[src/rtl/core/svpd_pkg.sv]
`default_nettype none
package svpd_pkg;

  localparam int FracBits  = 15;
  localparam int RootSteps = 16;
  localparam int DivSteps  = 16;
  localparam int FrontLen  = RootSteps + 2;
  localparam int QueueLen  = 4;
  localparam int One       = 1 << FracBits;

  localparam logic [31:0] InvSqrt3  = 32'd2479700525;
  localparam logic [31:0] Sqrt3Half = 32'd3719550786;
  // 4*m2 > 3 in Q(2*FracBits) is the same as m2 > 3 * 2^(2*FracBits-2).
  localparam logic [31:0] LimitThresh = 32'd3 << (2 * FracBits - 2);
  localparam logic [16:0] DutyTop = 17'(1 << (FracBits + 1));

  typedef enum logic [2:0] {
    SEC_S1 = 3'd0,
    SEC_S2 = 3'd1,
    SEC_S3 = 3'd2,
    SEC_S4 = 3'd3,
    SEC_S5 = 3'd4,
    SEC_S6 = 3'd5
  } sector_e;

  typedef struct packed {
    logic signed [15:0] alpha;
    logic signed [15:0] beta;
    logic [16:0]        mag;
    logic               lim;
  } vec_t;

  typedef struct packed {
    logic [15:0] duty_a;
    logic [15:0] duty_b;
    logic [15:0] duty_c;
    sector_e     sector;
    logic        lim;
  } duty_t;

  function automatic logic [15:0] to_q16(input logic signed [21:0] d2);
    logic [16:0] u;
    logic [32:0] r;
    if (d2 < 0) begin
      u = '0;
    end else if (d2 > $signed({5'b0, DutyTop})) begin
      u = DutyTop;
    end else begin
      u = d2[16:0];
    end
    r = ({u, 16'b0} + (33'd1 << FracBits)) >> (FracBits + 1);
    return (r > 33'd65535) ? 16'hFFFF : r[15:0];
  endfunction

endpackage
`default_nettype wire

[src/rtl/core/svpd_fifo.sv]
`default_nettype none
module svpd_fifo (
  input  wire logic      clk_i,
  input  wire logic      rst_ni,
  input  wire logic      push_valid_i,
  output logic           push_ready_o,
  input  svpd_pkg::vec_t push_data_i,
  output logic           pop_valid_o,
  input  wire logic      pop_ready_i,
  output svpd_pkg::vec_t pop_data_o
);
  import svpd_pkg::*;

  localparam int PtrW = $clog2(QueueLen);

  vec_t            mem_q [QueueLen];
  logic [PtrW-1:0] wr_q, wr_d, rd_q, rd_d;
  logic [PtrW:0]   cnt_q, cnt_d;
  logic            push, pop;

  assign push_ready_o = cnt_q != (PtrW + 1)'(QueueLen);
  assign pop_valid_o  = cnt_q != '0;
  assign push         = push_valid_i && push_ready_o;
  assign pop          = pop_valid_o && pop_ready_i;
  assign pop_data_o   = mem_q[rd_q];

  always_comb begin
    wr_d  = push ? wr_q + 1'b1 : wr_q;
    rd_d  = pop ? rd_q + 1'b1 : rd_q;
    cnt_d = cnt_q + (PtrW + 1)'(push) - (PtrW + 1)'(pop);
  end

  always_ff @(posedge clk_i or negedge rst_ni) begin
    if (!rst_ni) begin
      wr_q  <= '0;
      rd_q  <= '0;
      cnt_q <= '0;
    end else begin
      wr_q  <= wr_d;
      rd_q  <= rd_d;
      cnt_q <= cnt_d;
    end
  end

  always_ff @(posedge clk_i) begin
    if (push) begin
      mem_q[wr_q] <= push_data_i;
    end
  end

endmodule
`default_nettype wire

[config.mk]
export PLATFORM = sky130hd
export DESIGN_NAME = svpd_fifo
export DESIGN_NICKNAME = d
export VERILOG_FILES = /design/src/rtl/core/svpd_pkg.sv /design/src/rtl/core/svpd_fifo.sv
export SDC_FILE = /design/constraint.sdc
export NUM_CORES = 1
export LEC_CHECK = 0
export BUFFER_PORTS_ARGS = -buffer_cell sky130_fd_sc_hd__buf_2
export CORE_MARGIN = 5
export CORE_UTILIZATION = 45
export DETAILED_ROUTE_END_ITERATION = 12
export HOLD_SLACK_MARGIN = 0.1
export PLACE_DENSITY_LB_ADDON = 0.12
export SETUP_SLACK_MARGIN = 0.4
export SYNTH_ARGS = -nofsm -noshare
export SYNTH_HDL_FRONTEND = slang
export SYNTH_SLANG_ARGS = --single-unit
export TNS_END_PERCENT = 100
[constraint.sdc]
create_clock -name clk_i -period 3.01 [get_ports clk_i]
set_clock_uncertainty 0.05 [all_clocks]
set_input_delay 0.4515 -clock clk_i [delete_from_list [all_inputs] [get_ports clk_i]]
set_output_delay 0.4515 -clock clk_i [all_outputs]
set_load 0.01 [all_outputs]
# ---- Word level (Yosys, flattened, before mapping)
# Memory sizes are Yosys's and may differ from the RTL's.
# Index checks and enable logic that the tools add are counted.
dict set report word_totals {
  regBits 7
  mem_bits_rw 200
  input_bits 54
  out_inout_bits 52
  elab_cells 14
  mem_count 1
}
dict set report classes {
  addsub 4
  eq_ne 1
  n_mux 2
  n_reduce_logical 3
}
# name words word_bits rd rd_ports_with_merged_regs write_ports line_no
set memory_table {}
lappend memory_table {mem_q 4 50 1 0 1 svpd_fifo.sv:16} ;# vec_t mem_q [QueueLen];
# cell n
set op_table {}
lappend op_table {{$add A2 B1 Y2 const B} 2}
lappend op_table {{$add A3 B1 Y3} 1}
lappend op_table {{$ne A3 B3 Y1 const B} 1}
lappend op_table {{$reduce_bool A3 Y1} 1}
lappend op_table {{$sub A3 B1 Y3} 1}
lappend op_table {{$logic_and A1 B1 Y1} 2}
lappend op_table {{$mux W1} 2}

# ---- Depth between registers and ports, before layout
dict set report logic_depth {
  ltp_word 4
  mapped_depth 9
  mapped_depth_nobuf 9
}

# ---- Least setup slack after synthesis
# Ideal clock, no wire load.
dict set report synth_path {
  kind {register to register}
  from {register cnt_q[2]}
  to {memory mem_q[0][0] (netlist bit), enable pin}
  setup_ns 0.413
  arrival_ns 1.925
  t_required_ns 2.547
  slack_ns 0.622
  path_stages_with_launch 3
  n_path_buf 0
  period_less_slack_ns 2.388
  path_cell_list {dfrtp_1 -> nor3b_2 -> and3b_1}
}
dict set report synth_between {
  elab_chain_len 4
}
# item line_no
set synth_lines {}
lappend synth_lines {{start, declared} svpd_fifo.sv:18} ;# logic [PtrW:0] cnt_q, cnt_d;
lappend synth_lines {{start signal, assigned} svpd_fifo.sv:41} ;# cnt_q <= cnt_d;
lappend synth_lines {{$ne A3 B3 Y1} svpd_fifo.sv:21} ;# assign push_ready_o = cnt_q != (PtrW + 1)'(QueueLen);
lappend synth_lines {{$logic_and A1 B1 Y1} svpd_fifo.sv:23} ;# assign push = push_valid_i && push_ready_o;
lappend synth_lines {{$mux W1} svpd_fifo.sv:46} ;# if (push) begin
lappend synth_lines {{$mux W1 (implied by the code)} svpd_fifo.sv:47} ;# mem_q[wr_q] <= push_data_i;
lappend synth_lines {{end, declared} svpd_fifo.sv:16}
# Every way passes these cells.

==> parameters.txt <==
Parameter                              Value

Pwr
  Power per cell area ... 990 nW/um^2
  Static Leakage ... 3.22 nW
  Worst vdd rail ir drop ... 459 uV

Global routing
  Pin count of the biggest net entering global routing ... 51
  Overflow left after global routing ... 0
  Global-route wire length before repair ... 21400 um
  Initial antenna violation count ... 1
  Vias in the first global route ... 3758
  Gr usage total ... 0.140

Placed design
  Dpl hpwl ... 8100 um
  Placement Cell Area ... ~8600 sq um
  Final weighted congestion in routability-driven placement ... 0.720
  Count of input and output buffers ... 105
  Worst slack, placed ... 0.609 ns

Routing
  Total wire length after detailed routing ... 13800 um
  DR vias ... 3444
  Number of DRC violations after detailed routing ... 0
  1st-iter DRT viols ... approximately 160
  Detailed-routing iteration count for the pre-antenna-repair pass ... 4
  Post-route antenna net violation count ... 0
  Routed wire per std cell ... 20.3 um
  Via count normalized by instance count ... ~5

Synthesis
  Post-synth top area share ... 0.775
  Mean Syn Cell Area ... 25.6 sq um
  Post-synthesis instance total ... 303
  Number of enable flip-flop cells after synthesis ... 200
  Flip-flop cell with the highest count after synthesis ... sky130_fd_sc_hd__edfxtp_1
  Asr flop ratio synth ... 0.0338
  Library cell with the largest summed area after synthesis ... sky130_fd_sc_hd__edfxtp_1
  Top-count cell post-synth ... sky130_fd_sc_hd__edfxtp_1
  Syn Std Cell Area ... 7740 sq um
  Count of cell types in the netlist ... 22
  Leading cell types by total area after synthesis ... sky130_fd_sc_hd__edfxtp_1 78%, sky130_fd_sc_hd__mux4_2 14%, sky130_fd_sc_hd__dfrtp_1 2.3%
  Flip-flop and latch count after synthesis ... 207
  Yosys warning total ... 0
  Share of the yosys chip area belonging to registers ... 0.798
  Most common library cells after synthesis ... 200 x sky130_fd_sc_hd__edfxtp_1, 48 x sky130_fd_sc_hd__mux4_2, 7 x sky130_fd_sc_hd__dfrtp_1, 6 x sky130_fd_sc_hd__ha_1, 6 x sky130_fd_sc_hd__inv_1
  Synthesized Nets ... 364

Clocking
  CTS max path bufs ... 3
  Clock slew at the register clock pins of the worst setup and hold paths ... 0.06 ns
  Clock latency on the worst-skew pair ... approximately 0.48 ns
  Number of buffers created by CTS ... 22
  Post-cts sizing count ... 0
  # clock sinks ... approximately 210
  # H-tree levels ... 1
  CTS Root Buffer Type ... sky130_fd_sc_hd__clkbuf_16
  CTS tree ... yes

Floorplanning
  Top-level I/O count ... between 100 and 150
  Die Ht ... 141 um
  Initial core utilization ... 0.452
  CORE AREA ... 17100 sq um
  Die Footprint ... 19900 sq um
  Die Width ... about 140 um
  # rows ... 48

Setup path
  Worst reg2reg path depth ... 9
  Worst reg2reg startpoint ... cnt_q[1]$_DFF_PN0_
  Worst Setup Start Kind ... flip-flop
  Register-to-register setup slack ... 0.63 ns
  Critical path peak fanout ... 15
  Required @ worst endpoint ... 2.51 ns
  WP data arrival ... roughly 2 ns
  Startpoint-to-endpoint class of the critical path ... reg2out
  Crit path capture type ... primary output
  Endpoint of the lowest-slack register-to-register path ... cnt_q[2]$_DFF_PN0_

Layout
  Layout area overhead ... 20.2%
  Final instance area ... ~9300 sq um
  # diodes ... 0
  Net total in the final layout ... 498
  Share of final-layout standard cells stronger than drive strength 1 ... 0.448
  Fill cell count ... around 1400

Timing
  Maximum clock frequency ... 408 MHz
  Final setup viols ... 0
  Fin Setup TNS ... 0 ns
  Share of the clock period used by the worst path ... 0.814
  Worst max-slew margin expressed relative to the limit ... 0.666
  Least-Margin Pin Slew ... 0.501 ns
  Worst slack on hold paths ... 0.129 ns
  Count of endpoints failing hold in the final timing report ... 0
  Final slew viol count ... 0
  RSZ-0062 raised after global routing ... false
  Final setup margin ... 0.561 ns
  Final Critical Period ... 2.45 ns

Run
  Number of max-capacitance violations reported ... 0

Worst hold path
  Launch point of the worst hold path ... push_data_i[22]
  Hold endpoint ... mem_q[1][22]$_DFFE_PP_
  Hold path cells ... 1
  Min-delay worst type ... in2reg

Run status
  Status ... finished, final reports clean
[cell families after synthesis]
| family | Yosys count | synth area share |
|---|---|---|
| AO/OA/AOI/OAI | 4 | 0.00420 |
| XOR/XNOR | 4 | 0.00452 |
| adder cells (fa/ha/maj) | 7 | 0.0123 |
| buffers and inverters | 18 | 0.0210 |
| flip-flops | 207 | 0.798 |
| multiplexers | 50 | 0.146 |
| AND/OR/NAND/NOR | 13 | 0.0136 |
[where the power goes]
part / internal, W / switching [W]
logic: 0.00135 / 0.00138
registers: 0.00381 / 0.000204
clock network: 0.00149 / 0.000992
total: 0.00664 / 0.00258
[area by class of cell]
cell class / instances / area (sq um) / share of cell area
sequential: 207 / 6190 / 0.665
multi-input combinational: 78 / 1410 / 0.151
timing repair buffer: 122 / 743 / 0.0798
clock buffer: 32 / 609 / 0.0655
tap: 225 / 282 / 0.0302
clock inverter: 8 / 60.1 / 0.00645
inverter: 6 / 22.5 / 0.00242
[critical path, cell delays in order (launching register included)]
cell and delay [ns]:
sky130_fd_sc_hd__dfrtp_4 0.43, sky130_fd_sc_hd__buf_12 0.16, sky130_fd_sc_hd__buf_12 0.19, sky130_fd_sc_hd__mux4_2 0.52
sky130_fd_sc_hd__buf_2 0.16
[what timing repair did]
action,4_1_cts,5_1_grt
hold buffers,1,0
endpoints found under the hold margin,7,0
setup buffers,5,0
endpoints found under the setup margin,50,0
[stage by stage]
stage	power, W	util	cells
2_1_floorplan	0.00587	-	303
3_3_place_gp	0.00677	0.501	632
3_5_place_dp	0.00680	0.501	632
4_1_cts	0.00943	0.544	678
5_1_grt	0.00972	0.544	678
6_report	0.00922	0.544	678
[placed cells by master, fill, tap and decap left out, types with 3 or more instances in the layout]
cell                        instances
sky130_fd_sc_hd__mux4_2            48
sky130_fd_sc_hd__clkinv_1           4
sky130_fd_sc_hd__xnor2_1            3
sky130_fd_sc_hd__buf_12             7
sky130_fd_sc_hd__nand2b_1           4
sky130_fd_sc_hd__ha_1               6
sky130_fd_sc_hd__clkbuf_1           9
sky130_fd_sc_hd__and3b_2            4
sky130_fd_sc_hd__dfrtp_1            5
sky130_fd_sc_hd__clkinv_2           3
sky130_fd_sc_hd__inv_1              6
sky130_fd_sc_hd__buf_2            105
sky130_fd_sc_hd__buf_4              9
sky130_fd_sc_hd__clkbuf_16         23
sky130_fd_sc_hd__edfxtp_1         200
[flip-flops by register name, indices dropped and copies added (netlist names)]
register / count
wr_q: 2
cnt_q: 3
mem_q: 200
rd_q: 2
[worst max-delay path by stage]
stage	start	end	slack, ns	depth (start not counted)
after floorplan	cnt_q[2]$_DFF_PN0_	mem_q[0][0]$_DFFE_PP_	0.62	2
after global placement	rd_q[0]$_DFFE_PN0P_	pop_data_o[35]	0.66	3
after detailed placement	cnt_q[1]$_DFF_PN0_	cnt_q[2]$_DFF_PN0_	0.61	9
after CTS	rd_q[1]$_DFFE_PN0P_	pop_data_o[40]	0.51	3
after global routing	cnt_q[1]$_DFF_PN0_	cnt_q[2]$_DFF_PN0_	0.45	9
final	rd_q[0]$_DFFE_PN0P_	pop_data_o[3]	0.56	4
[routing by layer]
metal | global-route usage | vias to the layer above | wire (um)
met1 | 0.177 | 1781 | 5630
met3 | 0.0332 | 24 | 702
met2 | 0.243 | 74 | 7170
met5 | 0 | - | 13
met4 | 0.0388 | 2 | 253
li1 | - | 1563 | -
(Power assumes the default switching activity.)
