File: config.mk
export PLATFORM = sky130hd
export DESIGN_NAME = svpd_mag
export DESIGN_NICKNAME = d
export VERILOG_FILES = /design/src/rtl/core/svpd_pkg.sv /design/src/rtl/core/svpd_mag.sv
export SDC_FILE = /design/constraint.sdc
export NUM_CORES = 2
export LEC_CHECK = 0
export BUFFER_PORTS_ARGS = -buffer_cell sky130_fd_sc_hd__buf_2
export CORE_AREA = 2 2 389 468
export DETAILED_ROUTE_END_ITERATION = 12
export DIE_AREA = 0 0 391 470
export GPL_TIMING_DRIVEN = 0
export PLACE_DENSITY = 0.53
export SYNTH_ARGS = -nofsm -noshare
export SYNTH_HDL_FRONTEND = slang
export SYNTH_SLANG_ARGS = --single-unit
File: constraint.sdc
create_clock -name clk_i -period 51.3 [get_ports clk_i]
set_input_delay 7.695 -clock clk_i [delete_from_list [all_inputs] [get_ports clk_i]]
set_output_delay 7.695 -clock clk_i [all_outputs]
set_load 0.05 [all_outputs]
File: src/rtl/core/svpd_pkg.sv
`default_nettype none
package svpd_pkg;

  localparam int FracBits  = 15;
  localparam int RootSteps = 16;
  localparam int DivSteps  = 16;
  localparam int FrontLen  = RootSteps + 2;
  localparam int QueueLen  = 4;
  localparam int One       = 1 << FracBits;

  localparam logic [31:0] InvSqrt3  = 32'd2479700525;
  localparam logic [31:0] Sqrt3Half = 32'd3719550786;
  // 4*m2 > 3 in Q(2*FracBits) is the same as m2 > 3 * 2^(2*FracBits-2).
  localparam logic [31:0] LimitThresh = 32'd3 << (2 * FracBits - 2);
  localparam logic [16:0] DutyTop = 17'(1 << (FracBits + 1));

  typedef enum logic [2:0] {
    SEC_S1 = 3'd0,
    SEC_S2 = 3'd1,
    SEC_S3 = 3'd2,
    SEC_S4 = 3'd3,
    SEC_S5 = 3'd4,
    SEC_S6 = 3'd5
  } sector_e;

  typedef struct packed {
    logic signed [15:0] alpha;
    logic signed [15:0] beta;
    logic [16:0]        mag;
    logic               lim;
  } vec_t;

  typedef struct packed {
    logic [15:0] duty_a;
    logic [15:0] duty_b;
    logic [15:0] duty_c;
    sector_e     sector;
    logic        lim;
  } duty_t;

  function automatic logic [15:0] to_q16(input logic signed [21:0] d2);
    logic [16:0] u;
    logic [32:0] r;
    if (d2 < 0) begin
      u = '0;
    end else if (d2 > $signed({5'b0, DutyTop})) begin
      u = DutyTop;
    end else begin
      u = d2[16:0];
    end
    r = ({u, 16'b0} + (33'd1 << FracBits)) >> (FracBits + 1);
    return (r > 33'd65535) ? 16'hFFFF : r[15:0];
  endfunction

endpackage
`default_nettype wire

File: src/rtl/core/svpd_mag.sv
`default_nettype none
module svpd_mag (
  input  wire logic               clk_i,
  input  wire logic               rst_ni,
  input  wire logic               in_valid_i,
  output logic                    in_ready_o,
  input  wire logic signed [15:0] alpha_i,
  input  wire logic signed [15:0] beta_i,
  output logic                    out_valid_o,
  input  wire logic               out_ready_i,
  output svpd_pkg::vec_t          out_o
);
  import svpd_pkg::*;

  logic               vld_q [FrontLen];
  logic               vld_d [FrontLen];
  logic signed [15:0] al_q  [FrontLen];
  logic signed [15:0] al_d  [FrontLen];
  logic signed [15:0] be_q  [FrontLen];
  logic signed [15:0] be_d  [FrontLen];
  logic               lim_q [FrontLen];
  logic               lim_d [FrontLen];
  logic [31:0]        rem_q [FrontLen];
  logic [31:0]        rem_d [FrontLen];
  logic [31:0]        root_q[FrontLen];
  logic [31:0]        root_d[FrontLen];
  logic               en;
  logic signed [31:0] sq_a, sq_b;
  logic [31:0]        trial, bitv, m2;
  logic [16:0]        mag;

  assign en          = !vld_q[FrontLen-1] || out_ready_i;
  assign in_ready_o  = en;
  assign out_valid_o = vld_q[FrontLen-1];

  always_comb begin
    sq_a = alpha_i * alpha_i;
    sq_b = beta_i * beta_i;
    // The first stage keeps the two squares in the remainder and root slots.
    vld_d[0]  = in_valid_i;
    al_d[0]   = alpha_i;
    be_d[0]   = beta_i;
    lim_d[0]  = 1'b0;
    rem_d[0]  = sq_a;
    root_d[0] = sq_b;
    m2        = rem_q[0] + root_q[0];
    vld_d[1]  = vld_q[0];
    al_d[1]   = al_q[0];
    be_d[1]   = be_q[0];
    lim_d[1]  = m2 > LimitThresh;
    rem_d[1]  = m2;
    root_d[1] = '0;
    trial     = '0;
    bitv      = '0;
    for (int k = 2; k < FrontLen; k++) begin
      bitv     = 32'd1 << (30 - 2 * (k - 2));
      trial    = root_q[k-1] + bitv;
      vld_d[k] = vld_q[k-1];
      al_d[k]  = al_q[k-1];
      be_d[k]  = be_q[k-1];
      lim_d[k] = lim_q[k-1];
      if (rem_q[k-1] >= trial) begin
        rem_d[k]  = rem_q[k-1] - trial;
        root_d[k] = (root_q[k-1] >> 1) + bitv;
      end else begin
        rem_d[k]  = rem_q[k-1];
        root_d[k] = root_q[k-1] >> 1;
      end
    end
  end

  always_ff @(posedge clk_i or negedge rst_ni) begin
    if (!rst_ni) begin
      for (int k = 0; k < FrontLen; k++) vld_q[k] <= 1'b0;
    end else if (en) begin
      for (int k = 0; k < FrontLen; k++) vld_q[k] <= vld_d[k];
    end
  end

  always_ff @(posedge clk_i) begin
    if (en) begin
      for (int k = 0; k < FrontLen; k++) begin
        al_q[k]   <= al_d[k];
        be_q[k]   <= be_d[k];
        lim_q[k]  <= lim_d[k];
        rem_q[k]  <= rem_d[k];
        root_q[k] <= root_d[k];
      end
    end
  end

  // Round the floor root to nearest; the remainder decides.
  always_comb begin
    mag = root_q[FrontLen-1][16:0] +
          17'(rem_q[FrontLen-1] > root_q[FrontLen-1]);
    if (mag == '0) begin
      mag = 17'd1;
    end
    out_o.alpha = al_q[FrontLen-1];
    out_o.beta  = be_q[FrontLen-1];
    out_o.mag   = mag;
    out_o.lim   = lim_q[FrontLen-1];
  end

endmodule
`default_nettype wire

---- Word level (Yosys, flattened, before mapping) ----
Memories as Yosys holds them, arrays and structs flattened.
Cells that the tools add are included.
cells by class
  $mul .................................... 2
  reduce and logical (&&, ||, !) cells .... 3
  magnitude comparators ................... 18
  add/subtract/negate cells ............... 50
  mux-type cells .......................... 35
operator list
  kind                                            count
  2-to-1 mux 32 bit                               32
  >= comparator 32 bit                            16
  subtractor 32 bit                               16
  multiplier 16 x 16 -> 32 bit                    2
  adder 31 x 1 -> 32 bit, second input constant   1
  adder 31 x 11 -> 32 bit, second input constant  1
  adder 31 x 13 -> 32 bit, second input constant  1
  adder 31 x 15 -> 32 bit, second input constant  1
  adder 31 x 17 -> 32 bit, second input constant  1
  adder 31 x 19 -> 32 bit, second input constant  1
  adder 31 x 21 -> 32 bit, second input constant  1
  adder 31 x 23 -> 32 bit, second input constant  1
  adder 31 x 25 -> 32 bit, second input constant  1
  adder 31 x 27 -> 32 bit, second input constant  1
  adder 31 x 29 -> 32 bit, second input constant  1
  adder 31 x 3 -> 32 bit, second input constant   1
  adder 31 x 31 -> 32 bit, second input constant  1
  adder 31 x 5 -> 32 bit, second input constant   1
  adder 31 x 7 -> 32 bit, second input constant   1
  adder 31 x 9 -> 32 bit, second input constant   1
  adder 32 x 1 -> 32 bit, second input constant   1
  adder 32 x 11 -> 32 bit, second input constant  1
  adder 32 x 13 -> 32 bit, second input constant  1
  adder 32 x 15 -> 32 bit, second input constant  1
  other kinds (21)                                22
storage, ports and cells
  memories kept ........................... 5
  word-level logic and storage cells ...... 131
  memory bits (writable) .................. 1746
  bits in registers ....................... 18
  output and inout port bits .............. 52
  input port bits ......................... 36
memory list
  name    words  bits a word  read ports  clocked after memory_dff  write ports  line            text
  rem_q   18     32           18          0                         18           svpd_mag.sv:23  logic [31:0] rem_q [FrontLen];
  root_q  18     32           18          0                         18           svpd_mag.sv:25  logic [31:0] root_q[FrontLen];
  al_q    18     16           18          0                         18           svpd_mag.sv:17  logic signed [15:0] al_q [FrontLen];
  be_q    18     16           18          0                         18           svpd_mag.sv:19  logic signed [15:0] be_q [FrontLen];
  lim_q   18     1            17          0                         18           svpd_mag.sv:21  logic lim_q [FrontLen];

---- Logic depth before layout (Yosys ltp) ----
An unclocked memory read counts as a cell.
  depth in word-level cells ............... 5
  gate-level depth with buffers ........... 27
  depth with buffers taken out ............ 26

---- Worst setup path before layout ----
No wires, ideal clock.
  path type ............................... input -> output
  start ................................... input out_ready_i
  end ..................................... output in_ready_o
  setup slack ............................. 9.574 ns
  required time ........................... 43.605 ns
  data arrival time ....................... 34.031 ns
  buffers on the path ..................... 2
  stages on the path ...................... 4
  cells stage by stage .................... nor2b_1 clkbuf_1 clkbuf_1 inv_1
on the way
  cells in the longest elaborated chain, start to end .. 1
RTL lines
  item              line            text
  from (decl)       svpd_mag.sv:10  input wire logic out_ready_i,
  logical OR 1 bit  svpd_mag.sv:32  assign en = !vld_q[FrontLen-1] || out_ready_i;
  to (decl)         svpd_mag.sv:6   output logic in_ready_o,
Every way passes these cells.

---- Worst setup path after layout ----
Ends and elaborated chain as after synthesis.

==> impl_metrics.yaml <==
placed_design:
  post-dp-hpwl_um: 99800
  gp_congestion: 0.891
  portBuffers: 87
clock_tree:
  cts-htree-levels: 4
  clock_latency_ns: 0.78
  path_clk_slew_ns: 0.06
  ctsRootBufferMaster: "clkbuf_16"
  tritoncts: "done"
  cts_hold_buf: 0
  clk_path_buf_depth: 3
  cts_resized: 0
  clock_sinks: 1351
  post_cts_buffers: 0
  cts_made_buffers: 141
yosys:
  yosysTopAreaCell: "edfxtp_1"
  yosysSeqAreaShare: 0.568
  syn-instance-count: 5303
  synth_edf_count: 1333
  async_flop_share: 0.0133
  synth_top_area_frac: 0.561
  ys.warnings.count: 0
  ys_types: 77
  syn-num-nets: 6187
  netlist_area_um2: 71300
  synth-seq-cells: 1351
  postSynthAreaPerCell_um2: 13.4
  synth.area.top_cells: "edfxtp_1 56%, fa_1 13%, ha_1 6.7%, inv_1 4.5%, xnor2_1 2.6%"
  synthFlopType: "edfxtp_1"
timing:
  fin_crit_sh: 0.354
  period_minus_slack_ns: 18.14
  rsz0062_at_grt: "no"
  fin_hold_ws_ns: 0.410
  finalMaxSlewViolations: 0
  max_slew_margin: 0.231
  tightestPinTransition_ns: 1.15
  setup_tns_ns: 0
  setup_viol: 0
  finalClockSkew_ns: 0.0539
  finalHoldViolations: 0
  maxClockFrequency_ghz: 0.0551
detailed_routing:
  firstDrtPassIters: 6
  antenna_left: 0
  drt_wl_total_um: 134000
  via_per_inst: 4.86
  drt-met1-wl_um: 46000
  drtIter0Drc: 1804
  post_drt_wl_per_cell_um: 16.8
  drc: 0
  met3WireLength_um: 4250
  vias: 38800
  wl_met2_um: 77300
  top_layer: "met5"
finish:
  drive_gt1_frac: 0.0674
  n_fill_cell: 16400
  seqCellArea_um2: 40500
  multi_input_area_um2: 27300
  final_net_count: 6428
  area_growth_pct: 11.4
critical_path:
  arrival_ns: 10.44
  worstPathCellList: "buf_2, nor2b_1, clkbuf_1, clkbuf_1, inv_8, buf_16, buf_16, buf_2"
  cp_max_fo: 132
  crit_type: "in -> out"
  crit_path_end_kind: "output port"
  cp.buffers_inverters: 7
  critical-path-top-delay-family: "buffers and inverters"
  worstPathRequired_ns: 43.60
  crit_slowest_cell: "clkbuf_1"
  critPathLaunchType: "input port"
  critPathMaxStageDelay_ns: 0.56
global_route:
  antenna_found_initial: 8
  grt_pass1_wl_um: 215000
  grt_pass1_vias: 41900
  grt_usage: 0.150
  grt_max_degree: 141
  grt_remaining_overflow: 0
floorplanning:
  num_rows: 171
  die_area_um2: 184000
  fp.dieW_um: 391
  dieHeight_um: 470
  coreArea_um2: 180000
  start_util: 0.397
  io_pins: 88
worst_hold_path:
  hold_class: "reg -> reg"
run:
  drv_cap: 0
status:
  status: "finished, final reports clean"
==> synthesized netlist by cell type (36+ instances only) <==
library cell and count:
o21ai_0 164, ha_1 380, nor3_1 87, xor2_1 120, a21o_1 82, fa_1 468, nor4_1 91, or3_1 36
clkbuf_1 79, nand2b_1 59, and2_1 89, nand3_1 63, edfxtp_1 1333, o21a_1 53, nand2_1 339, a21oi_1 142
inv_1 850, xnor2_1 213, nor2_1 239, nand4_1 40, nor2b_1 39
==> sequential cells by signal (all words and copies together) (netlist names) <==
name and count:
al_q 288, root_q 167, rem_q 574, be_q 287, vld_d 17, out_valid_o 1
lim_q 17
==> worst register-to-register path: stages, from the launching register on <==
cell and delay (ns):
edfxtp_1 0.40, ha_1 0.29, clkbuf_1 0.36, nand2_1 0.09
nor4_1 0.71, nand4_1 0.22, nor4_1 0.53, nor3_1 0.13
nand2_1 0.11, nor3_1 0.08, inv_1 0.35, o21ai_0 0.34
nor4_1 0.34, xor2_1 0.11
==> kinds of logic after synthesis <==
group | Yosys count | share of synthesized area
AOI/OAI and AO/OA | 612 | 0.0551
xor gates and xnor gates | 333 | 0.0409
adders and majority gates | 848 | 0.198
buffers and inverters | 939 | 0.0495
DFF | 1351 | 0.568
muxes | 39 | 0.00605
and+or+nand+nor | 1181 | 0.0826
==> path summary, 6_finish.rpt <==
check,startpoint,to,slack (ns),cells after the start
worst max-delay path,out_ready_i,in_ready_o,33.16,8
worst min-delay path,be_q[13][8],be_q[14][8],0.41,0
worst max register to register,rem_q[15][13],rem_q[16][29],46.99,13
worst min register to register,be_q[13][8],be_q[14][8],0.41,0
max in group asynchronous,rst_ni,out_valid_o,44.14,1
min in group asynchronous,rst_ni,vld_d[8],6.87,1
==> layout by cell type (no fill, tap or decap), types with 88 or more instances in the layout <==
cell and n:
xor2_1 120, clkbuf_16 142, xnor2_1 213, clkbuf_1 109, nor4_1 91, and2_1 89, ha_1 380, inv_1 849
o21ai_0 164, buf_2 88, nand2_1 339, a21oi_1 142, nor2_1 239, fa_1 468, edfxtp_1 1333
==> layer usage <==
layer / global-route usage / vias up
li1: - / 18800
met1: 0.143 / 19200
met2: 0.302 / 538
met3: 0.0261 / 326
met4: 0.0722 / 10
met5: 0 / -
==> per-stage QoR <==
stage / instance area [um^2] / utilization / setup WS (ns) / cells
floorplan: 71300 / - / 9.57 / 5303
global placement: 74700 / 0.415 / -4.14 / 7725
detailed placement: 75000 / 0.417 / 33.16 / 7736
CTS: 79400 / 0.442 / 33.16 / 7986
global route: 79400 / 0.442 / 32.95 / 7986
finish: 79400 / 0.442 / 33.16 / 7987
==> layout make-up <==
type | count | share of cell area
antenna | 1 | 0.0000315
buffer | 87 | 0.00417
clock buffer | 172 | 0.0461
clock inverter | 78 | 0.0101
inverter | 852 | 0.0404
multi-input combinational | 3013 | 0.344
sequential | 1351 | 0.510
tap | 2335 | 0.0368
timing repair buffer | 98 | 0.00929
Power is left out: the tool's default activity adds up to more than one toggle a clock period on the data nets, which glitch-free logic cannot reach.
